### config.mk
export PLATFORM = sky130hd
export DESIGN_NAME = bad_fifo
export DESIGN_NICKNAME = d
export VERILOG_FILES = /design/src/rtl/bad_pkg.sv /design/src/rtl/bad_fifo.sv
export SDC_FILE = /design/constraint.sdc
export NUM_CORES = 1
export LEC_CHECK = 0
export ABC_AREA = 0
export BUFFER_PORTS_ARGS = -buffer_cell sky130_fd_sc_hd__buf_2
export CORE_ASPECT_RATIO = 1.4
export CORE_MARGIN = 3
export CORE_UTILIZATION = 45
export CTS_BUF_LIST = sky130_fd_sc_hd__clkbuf_16
export DETAILED_ROUTE_END_ITERATION = 6
export PLACE_DENSITY_LB_ADDON = 0.15
export SLEW_MARGIN = 20
export SYNTH_ARGS = -nofsm -noshare
export SYNTH_HDL_FRONTEND = slang
export SYNTH_SLANG_ARGS = --single-unit
### constraint.sdc
create_clock -name clock -period 4 [get_ports clock]
set_clock_uncertainty 0.05 [all_clocks]
set_input_delay 0.4 -clock clock [delete_from_list [all_inputs] [get_ports clock]]
set_output_delay 0.4 -clock clock [all_outputs]
set_load 0.005 [all_outputs]
### src/rtl/bad_pkg.sv
// shared types and constants of the box average downsampler
package bad_pkg;

   // sizes of the image and of the block
   localparam int MAX_WIDTH     = 4096;
   localparam int MAX_FACTOR    = 16;
   localparam int MAX_OUT_WIDTH = 2048;

   // field widths
   localparam int SIZE_W   = 13;
   localparam int FACTOR_W = 5;
   localparam int SAMPLE_W = 8;
   localparam int CSR_IDX_W = 2;

   // derived widths
   localparam int COL_W    = $clog2(MAX_WIDTH);
   localparam int SLOT_W   = $clog2(MAX_OUT_WIDTH);
   localparam int CIB_W    = $clog2(MAX_FACTOR);
   localparam int CNT_W    = 2 * CIB_W + 1;
   localparam int PART_W   = SAMPLE_W + CIB_W;
   localparam int SUM_W    = SAMPLE_W + 2 * CIB_W;
   localparam int STEP_W   = $clog2(COL_W);
   localparam int DIV_CNT_W = $clog2(SUM_W);

   // command queue
   localparam int FIFO_DEPTH = 4;
   localparam int FIFO_AW    = $clog2(FIFO_DEPTH);

   // register indexes of the configuration port
   typedef enum logic [CSR_IDX_W-1:0] {
      CSR_IMAGE_WIDTH  = 2'd0,
      CSR_IMAGE_HEIGHT = 2'd1,
      CSR_BLOCK_FACTOR = 2'd2,
      CSR_COLOR_MODE   = 2'd3
   } csr_index_type;

   // one closed row segment of a block, handed from front to back
   typedef struct packed {
      logic [SLOT_W-1:0]            slot;
      logic                         first_row;
      logic                         row_end;
      logic [CNT_W-1:0]             count;
      logic [SLOT_W-1:0]            out_column;
      logic [SLOT_W-1:0]            out_row;
      logic                         image_done;
      logic [2:0][PART_W-1:0]       partial;
   } cmd_type;

   // queue status seen by both sides
   typedef struct packed {
      logic full;
      logic empty;
   } fifo_status_type;

   // back end sequencer
   typedef enum logic [1:0] {
      BACK_IDLE,
      BACK_ACC,
      BACK_DIV,
      BACK_OUT
   } back_state_type;

endpackage

### src/rtl/bad_fifo.sv
// short command queue between front and back end
module bad_fifo (
   input  logic                      clock,
   input  logic                      reset,
   input  logic                      push,
   input  bad_pkg::cmd_type          push_cmd,
   input  logic                      pop,
   output bad_pkg::cmd_type          head,
   output bad_pkg::fifo_status_type  status
);
   import bad_pkg::*;

   cmd_type              entries [FIFO_DEPTH];
   logic [FIFO_AW-1:0]   wr_ff, wr_in;
   logic [FIFO_AW-1:0]   rd_ff, rd_in;
   logic [FIFO_AW:0]     cnt_ff, cnt_in;

   // pointers and fill level
   always_comb begin
      wr_in  = push ? wr_ff + FIFO_AW'(1) : wr_ff;
      rd_in  = pop  ? rd_ff + FIFO_AW'(1) : rd_ff;
      cnt_in = cnt_ff + (FIFO_AW+1)'(push) - (FIFO_AW+1)'(pop);
   end

   always_ff @(posedge clock) begin
      if (reset) begin
         wr_ff  <= '0;
         rd_ff  <= '0;
         cnt_ff <= '0;
      end else begin
         wr_ff  <= wr_in;
         rd_ff  <= rd_in;
         cnt_ff <= cnt_in;
      end
   end

   // storage
   always_ff @(posedge clock) begin
      if (push) begin
         entries[wr_ff] <= push_cmd;
      end
   end

   assign head         = entries[rd_ff];
   assign status.full  = (cnt_ff == (FIFO_AW+1)'(FIFO_DEPTH));
   assign status.empty = (cnt_ff == '0);

`ifndef ASSERT_OFF
   a_no_overflow: assert property (@(posedge clock) disable iff (reset)
      push |-> !status.full)
      else $error("command queue overflow");
   a_no_underflow: assert property (@(posedge clock) disable iff (reset)
      pop |-> !status.empty)
      else $error("command queue underflow");
`endif

endmodule

==> key figures, run 1 <==
Routing
  – DR pass1 iterations: 5
  – Drt wl/cell: 22.05 µm
  – Post-route DRC: 0
  – First DRT Iteration DRCs: 313
  – Vias/cell: 5.203
  – WL final: 23310 µm
  – Final antenna-violating net count: 0
  – Via count: 5500

Cells and area
  – Final nets: 765
  – Synth-to-Final Area Change: 19.12%
  – Final Cell Area: 14540 µm²
  – Commonest cells after routing, fill and taps aside: edfxtp_1, buf_2, mux4_2
  – Leading cell type in the layout, fill and taps excluded: edfxtp_1
  – Filler Cell Count: 2124
  – Layout cells sized above 1: 44.05%
  – Antenna cells: 0
  – Final Instance Count excl. Fillers: 1057
  – FF/Latch Area: 9917 µm²
  – Area used by multi-input combinational logic: 2071 µm²

Placed design
  – Placed insts: 985
  – I/O Buffers: 167
  – Pre-CTS WS: 1.557 ns
  – Dpl cell area: 13400 µm²
  – DP Wirelength: 14110 µm
  – Gpl congestion: 0.7183

Pwr
  – Pint: 6.009 mW
  – Switch share: 20.71%
  – Clk network pwr share: 37.3%
  – Pwr/cell area: 521.1 nW/µm²
  – VDD IR max: 0.4208 mV
  – Switching Power: 1.569 mW
  – Sequential Power Share: 53.8%
  – LEAKAGE: 4.936 nW
  – Comb pwr share: 8.9%

Global route
  – Vias in the first global route: 6323
  – Tot GR Track Use: 16.02%
  – Antenna violations before repair: 2
  – Largest net degree at the start of global routing: 55
  – Total global routing overflow: 0
  – First-pass GRT wire length: 36340 µm

Setup path
  – CP top delay family: flip-flops
  – Crit path max fanout: 29
  – Slowest cell on crit path: dfxtp_4
  – Critical Path RT: 3.55 ns
  – Critical Path End Type: primary output
  – Crit path largest cell delay: 0.74 ns
  – Crit path kind: reg2out
  – Worst Setup Start Kind: register
  – Critical-path cell list: buf_4 -> mux4_2 -> buf_2
  – Worst path bufs/invs: 2
  – WP data arrival: 2.49 ns

Floorplanning
  – DIE AREA: 29170 µm²
  – Overall die height: 200.9 µm
  – I/O pin count: 168
  – Core box area: 26450 µm²
  – Std-Cell Rows: 70
  – Die width: 145.2 µm
  – Starting density of the core: 46.15%

Synthesis
  – Post-Synthesis Cells: 465
  – Syn. warnings: 0
  – Syn avg cell area: 26.25 µm²
  – Seq/Total Area, Yosys: 81.17%
  – Syn_nets: 557
  – Yosys cell types: 21
  – FF+latch count, synth: 333
  – Mapped cell area: 12210 µm²

Clocking
  – Clock root cell: clkbuf_16
  – CTS tree: built
  – Resize count post-CTS: 0
  – CTS H-Tree Depth: 1
  – Clock sink count: 333
  – Clock slew at reported path FFs: 0.07 ns
  – CTS buffer count: 31
  – Clk_lat worst skew: 0.53 ns
  – Max clock buf depth: 3

STA
  – Max Clk Rate: 0.3403 GHz
  – Worst slew pin tran: 0.8883 ns
  – Final hold viol count: 0
  – Period Utilization, post-route: 73.45%
  – Fin. max-slew vios: 0
  – Final worst slack: 1.062 ns
  – RSZ-0062 raised after global routing: false
  – Worst hold margin: 0.02515 ns
  – Setup TNS: 0 ns
  – Tmin final: 2.938 ns
  – Final setup violation count: 0
  – Slew headroom: 40.78%

Run
  – Maximum Capacitance Violations: 0

Worst hold path
  – Worst hold-check path type: in2reg

Outcome
  – Status: complete, no violations
routing by layer:
layer / wire length (µm) / share of wire, % / global-route usage, % / up-vias
li1: - / - / - / 2407
met1: 8874 / 38 / 19.00 / 2914
met2: 12620 / 54 / 29.47 / 141
met3: 1300 / 5.6 / 3.636 / 34
met4: 485 / 2.1 / 4.209 / 4
met5: 27 / 0.12 / 0 / -
path summary, 6_finish.rpt:
| kind | from | to | slack, ns | cells after the start |
|---|---|---|---|---|
| max | register | head[73] | 1.06 | 3 |
| min | push_cmd[61] | entries[0][61] | 0.03 | 1 |
| max reg2reg | wr_ff[0] | entries[0][38] | 1.87 | 4 |
| min reg2reg | rd_ff[1] | register | 0.50 | 2 |
cell type report:
cell class	count	share of cell area [%]
flip-flops and latches	333	68.19
multi-input cells	108	14.24
repair buffers	193	7.520
clock buffers	31	5.334
well taps	360	3.097
clock inverters	26	1.463
inverters	6	0.1549
synth_stat cells, drive strengths merged:
library cell    n  share of area, %
edfxtp        324                80
mux4           81                15
buf            17               1.7
dfxtp           9               1.5
ha              6              0.61
inv             6              0.18
nor2            5              0.15
and2            4              0.20
nor2b           2              0.10
xnor2           2              0.14
a21bo           1             0.082
a21oi           1             0.041
and3            1             0.051
clkbuf          1             0.031
fa              1              0.16
mux2i           1             0.082
nand3b          1             0.062
nor3            1             0.041
xor3            1              0.19
logic make-up (layout without fill, tap and decap cells):
family                   after synthesis  count (layout)  share of synthesized area (%)
flip-flops                           333             333                          81.17
multiplexers                          82              82                          15.03
AO/OA/AOI/OAI                          2               2                         0.1230
buffers and inverters                 24             256                          1.947
XOR/XNOR                               3               3                         0.3382
AND/OR/NAND/NOR                       14              14                         0.6149
adder cells (fa/ha/maj)                7               7                         0.7789
metrics by stage:
| step | util (%) | total power, mW |
|---|---|---|
| after global placement | 50.68 | 4.815 |
| after CTS | 54.98 | 7.687 |
| after floorplan | - | 4.541 |
| after global routing | 54.98 | 7.877 |
| after detailed placement | 50.68 | 4.839 |
| final | 54.98 | 7.578 |
power groups by stage:
stage	clock [mW]	sequential, mW	combinational, mW
floorplan	0	4.12	0.420
global placement	0	4.15	0.670
detailed placement	0	4.16	0.681
CTS	2.91	4.08	0.696
global route	3.04	4.10	0.741
finish	2.83	4.08	0.673
state kept, by name, indices dropped and copies added (netlist names), named ones only:
signal,flops
rd_ff,2
entries,324
wr_ff,2
cnt_ff,3
timing repair:
item                       in CTS  in global routing
hold buffers                   15                  0
setup endpoints to repair       0                  0
buffers inserted                0                  0
hold endpoints to repair       51                  0
(Power assumes the default switching activity.)
==> run 2: changes to the inputs <==
Clock period 4 ns to 3 ns, I/O delays scaled along.
==> key figures, run 2 (synthesis results as in run 1) <==
STA
  – RSZ-0062 raised after global routing: false
  – Worst hold margin: 0.08069 ns (+0.05554 ns)
  – Final setup violation count: 0 (unchanged)
  – Slew headroom: 60.12% (+19 points)
  – Final hold viol count: 0 (unchanged)
  – Period Utilization, post-route: 85.42%
  – Tmin final: 2.562 ns
  – Worst slew pin tran: 0.5981 ns (-0.2902 ns)
  – Fin. max-slew vios: 0 (unchanged)
  – Max Clk Rate: 0.3902 GHz
  – Setup TNS: 0 ns (unchanged)

Worst hold path
  – Hold Startpoint: pop
  – Min-Delay Path Depth: 3 (+2)
  – Worst hold-check path type: in2reg

Cells and area
  – Largest regs: entries (324), cnt_ff (3)
  – Final Cell Area: 15320 µm² (+5.4%)
  – Largest reg by FF count: entries
  – Leading cell type in the layout, fill and taps excluded: edfxtp_1
  – Commonest cells after routing, fill and taps aside: edfxtp_1, buf_2, dlygate4sd3_1
  – Final nets: 836 (+9.3%)
  – Synth-to-Final Area Change: 25.51%
  – Antenna cells: 0 (unchanged)
  – Layout cells sized above 1: 40.60% (-3.4 points)
  – Largest register FFs: 324 (unchanged)

Setup path
  – Worst R2R Path Depth: 4 (unchanged)
  – Crit Reg-Reg Endpoint: entries[2][17]
  – Critical-path cell list: buf_12 -> mux4_2 -> buf_2
  – Crit path kind: reg2out
  – Worst Setup Start Kind: register
  – CP top delay family: flip-flops
  – Worst path bufs/invs: 2 (unchanged)
  – Critical Path End Type: primary output
  – R2r setup slk: 1.16 ns (-0.71 ns)
  – Crit path max fanout: 36 (+24%)
  – Critical Path RT: 2.65 ns (-0.90 ns)
  – Slowest cell on crit path: dfxtp_4
  – Crit path largest cell delay: 0.61 ns (-0.13 ns)
  – WP data arrival: 2.21 ns (-0.28 ns)
  – RR Startpoint: wr_ff[0]

Placed design
  – DP Wirelength: 13770 µm (-2.4%)
  – Gpl congestion: 0.6986 (-2.7%)
  – I/O Buffers: 167 (unchanged)
  – Dpl cell area: 13470 µm² (+0.52%)

Routing
  – Final antenna-violating net count: 0 (unchanged)
  – WL final: 23050 µm (-1.1%)
  – DR pass1 iterations: 4 (-1)
  – Vias/cell: 5.052 (-2.9%)
  – Via count: 5689 (+3.4%)
  – First DRT Iteration DRCs: 270 (-14%)
  – Drt wl/cell: 20.47 µm (-7.2%)
  – Post-route DRC: 0 (unchanged)

Clocking
  – Clock root cell: clkbuf_16
  – CTS H-Tree Depth: 2 (+1)
  – Clock sink count: 333 (unchanged)
  – Postcts setup bufs: 0 (unchanged)
  – Max clock buf depth: 3 (unchanged)
  – Clock slew at reported path FFs: 0.06 ns (about the same)
  – CTS tree: built
  – Hold_buf cts: 82 (+67)
  – Clk_lat worst skew: 0.49 ns (-0.04 ns)
  – Resize count post-CTS: 0 (unchanged)
  – CTS buffer count: 34 (+9.7%)

Run
  – Maximum Capacitance Violations: 0 (unchanged)

Floorplanning
  – Starting density of the core: 46.15% (unchanged)
  – Die width: 145.2 µm (unchanged)
  – Overall die height: 200.9 µm (unchanged)
  – Core box area: 26450 µm² (unchanged)
  – I/O pin count: 168 (unchanged)
  – DIE AREA: 29170 µm² (unchanged)
  – Std-Cell Rows: 70 (unchanged)

Pwr
  – Pwr/cell area: 671.0 nW/µm² (+29%)
  – VDD IR max: 0.6538 mV (+55%)
  – LEAKAGE: 5.253 nW (+6.4%)

Global route
  – Antenna violations before repair: 0 (-2)
  – Largest net degree at the start of global routing: 45 (-18%)
  – Total global routing overflow: 0 (unchanged)
  – Vias in the first global route: 6441 (+1.9%)
  – Tot GR Track Use: 16.03% (about the same)
  – First-pass GRT wire length: 36530 µm (+0.53%)

Outcome
  – Status: complete, no violations
[run 2: cell count changes in the layout (fill, tap and decap cells not counted), moves of 2 or more]
cell / change
inv_1: -3
dlygate4sd3_1: +67
buf_4: -4
buf_12: +5
clkbuf_16: +4
bufinv_16: -2
[run 2: worst max path at each step]
stage               startpoint  slack [ns]             to  cells after the start
detailed placement    register        0.88        head[4]                      3
finish                register        0.44       head[70]                      3
global route          register        0.27       head[61]                      3
global placement      register        0.87        head[4]                      3
floorplan             wr_ff[0]        0.07  entries[0][0]                      3
CTS                   register        0.34        head[4]                      3
[run 2: through the flow]
step / power, mW / util (%) / worst slack [ns] / std cells
final: 10.28 / 57.93 / 0.4375 / 1126
after global routing: 10.70 / 57.93 / 0.2722 / 1126
after global placement: 6.424 / 50.94 / 0.8668 / 986
after detailed placement: 6.455 / 50.94 / 0.8822 / 986
after CTS: 10.44 / 57.93 / 0.3356 / 1126
after floorplan: 6.055 / - / 0.07365 / 465
[run 2: final cells by class]
| type | count | area, µm² |
|---|---|---|
| Clock buffer | 35 | 875.8 |
| Clock inverter | 23 | 151.4 |
| Fill cell | 2020 | 11130 |
| Inverter | 6 | 22.52 |
| Multi-Input combinational cell | 108 | 2071 |
| Sequential cell | 333 | 9917 |
| Tap cell | 360 | 450.4 |
| Timing Repair Buffer | 261 | 1834 |
[run 2: metal layers]
layer | vias to the layer above | GRT usage (%) | wire length [µm]
met5 | - | 0 | 0
met3 | 31 | 3.139 | 1027
li1 | 2549 | - | -
met1 | 2970 | 19.44 | 8792
met2 | 139 | 29.33 | 12760
met4 | 0 | 4.413 | 461
[run 2: report_power, final]
part / switching [mW] / internal (mW)
combinational: 0.457 / 0.532
sequential: 0.0737 / 5.35
clock: 1.60 / 2.28
total: 2.13 / 8.15
[run 2: worst reg2reg max path, stage by stage, from the launching register on]
cell	delay, ns
dfxtp_1	0.34
inv_1	0.10
ha_1	0.15
and2_4	0.52
buf_12	0.33
