[config.mk]
export PLATFORM = sky130hd
export DESIGN_NAME = bad_front_flat
export DESIGN_NICKNAME = d
export VERILOG_FILES = /design/src/rtl/bad_pkg.sv /design/src/rtl/bad_if.sv /design/src/rtl/bad_front.sv /design/src/flat_wrapper.sv
export SDC_FILE = /design/constraint.sdc
export NUM_CORES = 1
export LEC_CHECK = 0
export ABC_AREA = 0
export BUFFER_PORTS_ARGS = -buffer_cell sky130_fd_sc_hd__buf_2
export CAP_MARGIN = 20
export CELL_PAD_IN_SITES_DETAIL_PLACEMENT = 0
export CELL_PAD_IN_SITES_GLOBAL_PLACEMENT = 2
export CORE_MARGIN = 2
export CORE_UTILIZATION = 37
export CTS_BUF_LIST = sky130_fd_sc_hd__clkbuf_4 sky130_fd_sc_hd__clkbuf_8
export CTS_CLUSTER_DIAMETER = 60
export DETAILED_ROUTE_END_ITERATION = 6
export PLACE_DENSITY_LB_ADDON = 0.25
export REMOVE_ABC_BUFFERS = 1
export SLEW_MARGIN = 20
export SYNTH_ARGS = -nofsm -noshare
export SYNTH_HDL_FRONTEND = slang
export SYNTH_SLANG_ARGS = --single-unit
[constraint.sdc]
create_clock -name clock -period 5.55 [get_ports clock]
set_clock_uncertainty 0.15 [all_clocks]
set_input_delay 0.8325 -clock clock [delete_from_list [all_inputs] [get_ports clock]]
set_output_delay 0.8325 -clock clock [all_outputs]
set_load 0.02 [all_outputs]
[src/rtl/bad_pkg.sv]
// shared types and constants of the box average downsampler
package bad_pkg;

   // sizes of the image and of the block
   localparam int MAX_WIDTH     = 4096;
   localparam int MAX_FACTOR    = 16;
   localparam int MAX_OUT_WIDTH = 2048;

   // field widths
   localparam int SIZE_W   = 13;
   localparam int FACTOR_W = 5;
   localparam int SAMPLE_W = 8;
   localparam int CSR_IDX_W = 2;

   // derived widths
   localparam int COL_W    = $clog2(MAX_WIDTH);
   localparam int SLOT_W   = $clog2(MAX_OUT_WIDTH);
   localparam int CIB_W    = $clog2(MAX_FACTOR);
   localparam int CNT_W    = 2 * CIB_W + 1;
   localparam int PART_W   = SAMPLE_W + CIB_W;
   localparam int SUM_W    = SAMPLE_W + 2 * CIB_W;
   localparam int STEP_W   = $clog2(COL_W);
   localparam int DIV_CNT_W = $clog2(SUM_W);

   // command queue
   localparam int FIFO_DEPTH = 4;
   localparam int FIFO_AW    = $clog2(FIFO_DEPTH);

   // register indexes of the configuration port
   typedef enum logic [CSR_IDX_W-1:0] {
      CSR_IMAGE_WIDTH  = 2'd0,
      CSR_IMAGE_HEIGHT = 2'd1,
      CSR_BLOCK_FACTOR = 2'd2,
      CSR_COLOR_MODE   = 2'd3
   } csr_index_type;

   // one closed row segment of a block, handed from front to back
   typedef struct packed {
      logic [SLOT_W-1:0]            slot;
      logic                         first_row;
      logic                         row_end;
      logic [CNT_W-1:0]             count;
      logic [SLOT_W-1:0]            out_column;
      logic [SLOT_W-1:0]            out_row;
      logic                         image_done;
      logic [2:0][PART_W-1:0]       partial;
   } cmd_type;

   // queue status seen by both sides
   typedef struct packed {
      logic full;
      logic empty;
   } fifo_status_type;

   // back end sequencer
   typedef enum logic [1:0] {
      BACK_IDLE,
      BACK_ACC,
      BACK_DIV,
      BACK_OUT
   } back_state_type;

endpackage

[src/rtl/bad_if.sv]
// pixel and reduced pixel channel interfaces
interface bad_req_if;
   import bad_pkg::*;
   logic                valid;
   logic                ready;
   logic [SAMPLE_W-1:0] sample_zero;
   logic [SAMPLE_W-1:0] sample_one;
   logic [SAMPLE_W-1:0] sample_two;
   modport source (output valid, output sample_zero, output sample_one,
                   output sample_two, input ready);
   modport sink   (input valid, input sample_zero, input sample_one,
                   input sample_two, output ready);
endinterface


[src/rtl/bad_front.sv]
// front end: configuration, raster position tracking and row segment sums
module bad_front (
   input  logic                            clock,
   input  logic                            reset,
   input  logic                            csr_write_enable,
   input  logic [bad_pkg::CSR_IDX_W-1:0]   csr_index,
   input  logic [bad_pkg::SIZE_W-1:0]      csr_write_data,
   bad_req_if.sink                         req,
   input  bad_pkg::fifo_status_type        fifo_status,
   output logic                            push,
   output bad_pkg::cmd_type                push_cmd
);
   import bad_pkg::*;

   // configuration registers
   logic [SIZE_W-1:0]   width_ff, width_in;
   logic [SIZE_W-1:0]   height_ff, height_in;
   logic [FACTOR_W-1:0] factor_ff, factor_in;
   logic                color_ff, color_in;

   // position state
   logic [COL_W-1:0]    sc_ff, sc_in;
   logic [COL_W-1:0]    sr_ff, sr_in;
   logic [CIB_W-1:0]    cib_ff, cib_in;
   logic [CIB_W-1:0]    rib_ff, rib_in;
   logic [SLOT_W-1:0]   qc_ff, qc_in;
   logic [CIB_W-1:0]    rc_ff, rc_in;
   logic [SLOT_W-1:0]   qr_ff, qr_in;
   logic [CIB_W-1:0]    rr_ff, rr_in;
   logic [2:0][PART_W-1:0] rp_ff, rp_in;

   // quotient recompute after a configuration write
   logic                recalc_ff, recalc_in;
   logic [STEP_W-1:0]   step_ff, step_in;
   logic [COL_W-1:0]    col_div_ff, col_div_in;
   logic [FACTOR_W-1:0] col_rem_ff, col_rem_in;
   logic [COL_W-1:0]    row_div_ff, row_div_in;
   logic [FACTOR_W-1:0] row_rem_ff, row_rem_in;

   logic [SIZE_W-1:0]   wc, hc;
   logic [FACTOR_W-1:0] fc;
   logic                last_col, last_row, col_end, row_end, accept;
   logic [2:0][SAMPLE_W-1:0] smp;
   logic [2:0][PART_W-1:0]   part_new;
   logic [CIB_W:0]      cib1, rib1, rc1, rr1;
   logic [2*CIB_W+1:0]  prod;
   logic [FACTOR_W:0]   col_sh, row_sh, col_diff, row_diff;
   logic                col_ge, row_ge;

   // clamped sizes
   always_comb begin
      if (width_ff == '0) wc = SIZE_W'(1);
      else if (width_ff > SIZE_W'(MAX_WIDTH)) wc = SIZE_W'(MAX_WIDTH);
      else wc = width_ff;
      if (height_ff == '0) hc = SIZE_W'(1);
      else if (height_ff > SIZE_W'(MAX_WIDTH)) hc = SIZE_W'(MAX_WIDTH);
      else hc = height_ff;
      if (factor_ff < FACTOR_W'(2)) fc = FACTOR_W'(2);
      else if (factor_ff > FACTOR_W'(MAX_FACTOR)) fc = FACTOR_W'(MAX_FACTOR);
      else fc = factor_ff;
   end

   // item classification
   assign cib1     = {1'b0, cib_ff} + (CIB_W+1)'(1);
   assign rib1     = {1'b0, rib_ff} + (CIB_W+1)'(1);
   assign rc1      = {1'b0, rc_ff} + (CIB_W+1)'(1);
   assign rr1      = {1'b0, rr_ff} + (CIB_W+1)'(1);
   assign last_col = ({1'b0, sc_ff} + SIZE_W'(1)) >= wc;
   assign last_row = ({1'b0, sr_ff} + SIZE_W'(1)) >= hc;
   assign col_end  = last_col || (cib1 >= fc);
   assign row_end  = last_row || (rib1 >= fc);
   assign prod     = {{(CIB_W+1){1'b0}}, cib1} * {{(CIB_W+1){1'b0}}, rib1};

   assign smp[0] = req.sample_zero;
   assign smp[1] = color_ff ? req.sample_one : '0;
   assign smp[2] = color_ff ? req.sample_two : '0;

   always_comb begin
      for (int i = 0; i < 3; i++) begin
         part_new[i] = rp_ff[i] + {{CIB_W{1'b0}}, smp[i]};
      end
   end

   // handshake
   assign req.ready = !fifo_status.full && !recalc_ff;
   assign accept    = req.valid && req.ready;
   assign push      = accept && col_end;

   // command for the back end
   always_comb begin
      push_cmd.slot       = qc_ff;
      push_cmd.first_row  = (rib_ff == '0);
      push_cmd.row_end    = row_end;
      push_cmd.count      = prod[CNT_W-1:0];
      push_cmd.out_column = qc_ff;
      push_cmd.out_row    = qr_ff;
      push_cmd.image_done = last_col && last_row;
      push_cmd.partial    = part_new;
   end

   // one restoring division step for column and row
   always_comb begin
      col_sh   = {col_rem_ff, col_div_ff[COL_W-1]};
      row_sh   = {row_rem_ff, row_div_ff[COL_W-1]};
      col_ge   = col_sh >= {1'b0, fc};
      row_ge   = row_sh >= {1'b0, fc};
      col_diff = col_sh - {1'b0, fc};
      row_diff = row_sh - {1'b0, fc};
   end

   // next state
   always_comb begin
      width_in   = width_ff;
      height_in  = height_ff;
      factor_in  = factor_ff;
      color_in   = color_ff;
      sc_in      = sc_ff;
      sr_in      = sr_ff;
      cib_in     = cib_ff;
      rib_in     = rib_ff;
      qc_in      = qc_ff;
      rc_in      = rc_ff;
      qr_in      = qr_ff;
      rr_in      = rr_ff;
      rp_in      = rp_ff;
      recalc_in  = recalc_ff;
      step_in    = step_ff;
      col_div_in = col_div_ff;
      col_rem_in = col_rem_ff;
      row_div_in = row_div_ff;
      row_rem_in = row_rem_ff;

      if (csr_write_enable) begin
         unique case (csr_index)
            CSR_IMAGE_WIDTH:  width_in  = csr_write_data;
            CSR_IMAGE_HEIGHT: height_in = csr_write_data;
            CSR_BLOCK_FACTOR: factor_in = csr_write_data[FACTOR_W-1:0];
            CSR_COLOR_MODE:   color_in  = csr_write_data[0];
            default:          width_in  = width_ff;
         endcase
         // block quotients are rebuilt after any register write to follow the new settings
         recalc_in  = 1'b1;
         step_in    = '0;
         col_div_in = sc_ff;
         col_rem_in = '0;
         row_div_in = sr_ff;
         row_rem_in = '0;
      end else if (recalc_ff) begin
         col_rem_in = col_ge ? col_diff[FACTOR_W-1:0] : col_sh[FACTOR_W-1:0];
         row_rem_in = row_ge ? row_diff[FACTOR_W-1:0] : row_sh[FACTOR_W-1:0];
         col_div_in = {col_div_ff[COL_W-2:0], col_ge};
         row_div_in = {row_div_ff[COL_W-2:0], row_ge};
         step_in    = step_ff + STEP_W'(1);
         if (step_ff == STEP_W'(COL_W - 1)) begin
            recalc_in = 1'b0;
            qc_in     = col_div_in[SLOT_W-1:0];
            rc_in     = col_rem_in[CIB_W-1:0];
            qr_in     = row_div_in[SLOT_W-1:0];
            rr_in     = row_rem_in[CIB_W-1:0];
         end
      end

      if (accept) begin
         // segment bookkeeping
         if (col_end) begin
            rp_in  = '0;
            cib_in = '0;
         end else begin
            rp_in  = part_new;
            cib_in = cib1[CIB_W-1:0];
         end
         // raster position
         if (last_col) begin
            sc_in  = '0;
            qc_in  = '0;
            rc_in  = '0;
            rib_in = row_end ? '0 : rib1[CIB_W-1:0];
            if (last_row) begin
               sr_in  = '0;
               qr_in  = '0;
               rr_in  = '0;
               rib_in = '0;
            end else begin
               sr_in = sr_ff + COL_W'(1);
               if (rr1 >= fc) begin
                  rr_in = '0;
                  qr_in = qr_ff + SLOT_W'(1);
               end else begin
                  rr_in = rr1[CIB_W-1:0];
               end
            end
         end else begin
            sc_in = sc_ff + COL_W'(1);
            if (rc1 >= fc) begin
               rc_in = '0;
               qc_in = qc_ff + SLOT_W'(1);
            end else begin
               rc_in = rc1[CIB_W-1:0];
            end
         end
      end
   end

   // state registers
   always_ff @(posedge clock) begin
      if (reset) begin
         width_ff  <= SIZE_W'(640);
         height_ff <= SIZE_W'(480);
         factor_ff <= FACTOR_W'(2);
         color_ff  <= 1'b0;
         sc_ff     <= '0;
         sr_ff     <= '0;
         cib_ff    <= '0;
         rib_ff    <= '0;
         qc_ff     <= '0;
         rc_ff     <= '0;
         qr_ff     <= '0;
         rr_ff     <= '0;
         rp_ff     <= '0;
         recalc_ff <= 1'b0;
         step_ff   <= '0;
      end else begin
         width_ff  <= width_in;
         height_ff <= height_in;
         factor_ff <= factor_in;
         color_ff  <= color_in;
         sc_ff     <= sc_in;
         sr_ff     <= sr_in;
         cib_ff    <= cib_in;
         rib_ff    <= rib_in;
         qc_ff     <= qc_in;
         rc_ff     <= rc_in;
         qr_ff     <= qr_in;
         rr_ff     <= rr_in;
         rp_ff     <= rp_in;
         recalc_ff <= recalc_in;
         step_ff   <= step_in;
      end
   end

   // division working registers
   always_ff @(posedge clock) begin
      col_div_ff <= col_div_in;
      col_rem_ff <= col_rem_in;
      row_div_ff <= row_div_in;
      row_rem_ff <= row_rem_in;
   end

`ifndef ASSERT_OFF
   // no pixel is taken right after a register write, as the quotient rebuild starts
   a_no_transfer_after_write: assert property (@(posedge clock) disable iff (reset)
      csr_write_enable |=> !(req.valid && req.ready))
      else $error("pixel transfer during quotient recompute");
`endif

endmodule

[src/flat_wrapper.sv]
// flat-port wrapper written by rule: the top's interface ports become plain ports
module bad_front_flat import bad_pkg::*;
  (clock, reset, csr_write_enable, csr_index, csr_write_data, fifo_status, push, push_cmd, req_valid, req_sample_zero, req_sample_one, req_sample_two, req_ready);
  bad_req_if req_i ();
  input  logic clock;
  input  logic reset;
  input  logic csr_write_enable;
  input  logic [bad_pkg::CSR_IDX_W-1:0] csr_index;
  input  logic [bad_pkg::SIZE_W-1:0] csr_write_data;
  input  bad_pkg::fifo_status_type fifo_status;
  output logic push;
  output bad_pkg::cmd_type push_cmd;
  input wire logic [$bits(req_i.valid)-1:0] req_valid;
  input wire logic [$bits(req_i.sample_zero)-1:0] req_sample_zero;
  input wire logic [$bits(req_i.sample_one)-1:0] req_sample_one;
  input wire logic [$bits(req_i.sample_two)-1:0] req_sample_two;
  output wire logic [$bits(req_i.ready)-1:0] req_ready;
  assign req_i.valid = req_valid;
  assign req_i.sample_zero = req_sample_zero;
  assign req_i.sample_one = req_sample_one;
  assign req_i.sample_two = req_sample_two;
  assign req_ready = req_i.ready;
  bad_front u_core (.clock(clock), .reset(reset), .csr_write_enable(csr_write_enable), .csr_index(csr_index), .csr_write_data(csr_write_data), .req(req_i), .fifo_status(fifo_status), .push(push), .push_cmd(push_cmd));
endmodule
==> flow_summary.toml <==
[outcome]
outcome = "finished clean"

[final_layout]
multi_input_area_um2 = 7420
seq_area_um2 = 3630
n_antenna_cell = 0
finalNetCount = 1625
layout-drive-gt1-share_pct = 16.3
mostFrequentLayoutCell = "nand2_1"
layout.cells.most_common_list = "168 x nand2_1, 143 x dfxtp_1, 125 x buf_2"
fillers = 3158
area_growth_pct = 11.6

[power]
ir_worst_vdd_mv = 0.113
p_leak_nw = 5.59
p_per_area_nw_per_um2 = 210

[route]
drc = 0
wl_um = 31900
firstDrtPassIters = 5
via_per_inst = 5.37
vias = 10000
ant_nets = 0
wire_per_inst_um = 17.1
drt_iter0_drc = 575

[logic_synthesis]
seq_area_frac_synth_pct = 31.1
synthFlopType = "dfxtp_1"
ys_async_sr_fraction_pct = 0
syn_avg_cell_area_um2 = 8.48
synth_seq_cells = 169
ys_warn_count = 0
synthDistinctLibCells = 76
synthCells = 1375
syn_area_um2 = 11700
synth_edf_count = 24

[clock_tree]
hold_buffers = 0
cts_resized = 0
cts_setup_buffers = 0
clock_sinks = 169
clkTransAtPathRegs_ns = 0.09
worstSkewPairLatency_ns = 0.47
htree_levels = 4
numCtsBuffers = 17
clock_path_buffers = 2
cts_root_buffer = "clkbuf_8"
cts_tree = "done"

[critical_path]
worstPathMaxFanout = 7
path_class = "flop to output pin"
worstSetupStartpointType = "flop"
required_ns = 4.57
cp.arrival_ns = 4.30
end_kind = "output pin"

[grt]
grt_use_total_pct = 19.3
antenna_found_initial = 0
grt_pass1_vias = 9726
grt_max_degree = 74
grt_overflow_total = 0
grt_pass1_wl_um = 51600

[sta]
fin_setup_tns_ns = 0
setup_viol = 0
hold_viol = 0
maxSlewHeadroom_pct = 38.5
final.setup.worst_slack_ns = 0.263
finalMaxSlewViolations = 0
fin_crit_sh_pct = 95.3
fmax_mhz = 189
fin_crit_ns = 5.29
rsz0062_at_grt = "false"
tightest_slew_ns = 0.919

[placed_design]
dp_hpwl_um = 22700
preCtsSetupSlack_ns = 0.525
gp_congestion = 0.784
io_buffers = 126

[die]
ios = 128
fp.dieW_um = 182
start_util_pct = 37.8
die-area_um2 = 32900
core_area_um2 = 30800
die_h_um = 182
rows = 64

[run]
cap_violations = 0

[min_path]
hold_path_class = "flop to flop"
==> power breakdown <==
group / switching (mW) / total (mW) / leakage, nW / internal (mW)
Sequential: 0.0442 / 1.34 / 1.43 / 1.29
Combinational: 0.296 / 0.487 / 3.96 / 0.191
Clock: 0.492 / 0.909 / 0.201 / 0.417
Total: 0.833 / 2.74 / 5.59 / 1.90
==> per-layer routing <==
| metal | up-vias | track usage (%) | part of all wire, % |
|---|---|---|---|
| li1 | 5126 | - | - |
| met1 | 4757 | 26.9 | 50 |
| met2 | 142 | 31.8 | 46 |
| met3 | 16 | 2.35 | 3.0 |
| met4 | 0 | 4.23 | 0.64 |
| met5 | - | 0 | 0 |
==> synthesized netlist by cell type (all sizes together), types with 6 or more instances <==
| cell | number | area [um^2] |
|---|---|---|
| nor4 | 6 | 43.8 |
| mux2i | 29 | 290 |
| a211oi | 15 | 118 |
| dfxtp | 145 | 2900 |
| buf | 32 | 189 |
| ha | 107 | 1340 |
| nor2 | 100 | 375 |
| or3 | 13 | 81.3 |
| nand3 | 62 | 315 |
| o32ai | 9 | 78.8 |
| clkbuf | 51 | 191 |
| o21ai | 36 | 195 |
| xnor2 | 51 | 447 |
| edfxtp | 24 | 721 |
| mux2 | 28 | 315 |
| a21o | 18 | 135 |
| nand2b | 11 | 68.8 |
| o211ai | 12 | 100 |
| o21bai | 7 | 52.6 |
| nand3b | 10 | 75.1 |
| xor2 | 23 | 201 |
| and2 | 34 | 213 |
| nor2b | 9 | 56.3 |
| and3 | 16 | 100 |
| a41oi | 12 | 105 |
| a2bb2oi | 7 | 67.6 |
| a22oi | 7 | 52.6 |
| o21a | 11 | 82.6 |
| nand4b | 9 | 78.8 |
| nor3 | 24 | 136 |
| a32oi | 25 | 219 |
| inv | 65 | 244 |
| nand2 | 169 | 634 |
| fa | 13 | 260 |
| nand4 | 17 | 106 |
| a31oi | 22 | 138 |
| a21oi | 94 | 478 |
==> path summary, 6_finish.rpt <==
kind	slack, ns	end	startpoint	depth (start not counted)
max	0.26	push_cmd[67]	u_core.rib_ff[0]$_SDFFE_PP0P_	15
min	0.31	u_core.height_ff[0]$_SDFFE_PP0P_	u_core.height_ff[0]$_SDFFE_PP0P_	2
max reg2reg	1.07	u_core.rr_ff[3]$_SDFF_PP0_	u_core.sc_ff[0]$_SDFFE_PP0P_	12
min reg2reg	0.31	u_core.height_ff[0]$_SDFFE_PP0P_	u_core.height_ff[0]$_SDFFE_PP0P_	2
==> cells by family (layout without fill, tap and decap cells) <==
family                   Yosys count  in the layout  synth area share, %
AND/OR/NAND/NOR                  498            498                 20.8
AO/OA/AOI/OAI                    309            309                 18.3
flip-flops                       169            169                 31.1
buffers and inverters            148            246                 5.36
adder cells (fa/ha/maj)          120            120                 13.7
XOR/XNOR                          74             74                 5.56
multiplexers                      57             57                 5.19
==> worst max-delay path: stages (launching register included) <==
cell and delay [ns]:
dfxtp_2 0.40, ha_1 0.23, and3_2 0.27, nand2b_1 0.10, fa_1 0.51, fa_1 0.52
fa_1 0.54, inv_1 0.04, ha_1 0.32, a21oi_1 0.16, nor2_1 0.05, nor2_1 0.15
o21bai_1 0.08, a21oi_1 0.18, xnor2_1 0.13, buf_2 0.18
==> flip-flops by register name, indices dropped and copies added (netlist names), 11 cells and up <==
name / count
u_core.width_ff: 13
u_core.sr_ff: 12
u_core.height_ff: 13
u_core.rp_ff: 36
u_core.sc_ff: 12
u_core.qc_ff: 11
u_core.qr_ff: 11
u_core.row_div_ff: 12
u_core.col_div_ff: 12
==> metrics by stage <==
| stage | utilization, % | hold WS, ns | power, mW | std cells | cell area [um^2] |
|---|---|---|---|---|---|
| finish | 42.2 | 0.311 | 2.74 | 1869 | 13000 |
| global route | 42.2 | 0.331 | 2.88 | 1869 | 13000 |
| CTS | 42.2 | 0.309 | 2.77 | 1869 | 13000 |
| detailed placement | 40.9 | 0.296 | 1.86 | 1837 | 12600 |
| global placement | 40.9 | 0.298 | 1.85 | 1837 | 12600 |
| floorplan | - | 0.280 | 1.68 | 1292 | 11300 |
==> area by class of cell <==
class	count	share of cell area [%]
Multi-Input combinational cell	1058	57.1
Clock buffer	23	2.34
Tap cell	396	3.81
Inverter	65	1.88
Timing Repair Buffer	149	6.39
Sequential cell	169	27.9
Clock inverter	9	0.664
Note: power is estimated with default switching activity, not from simulation.
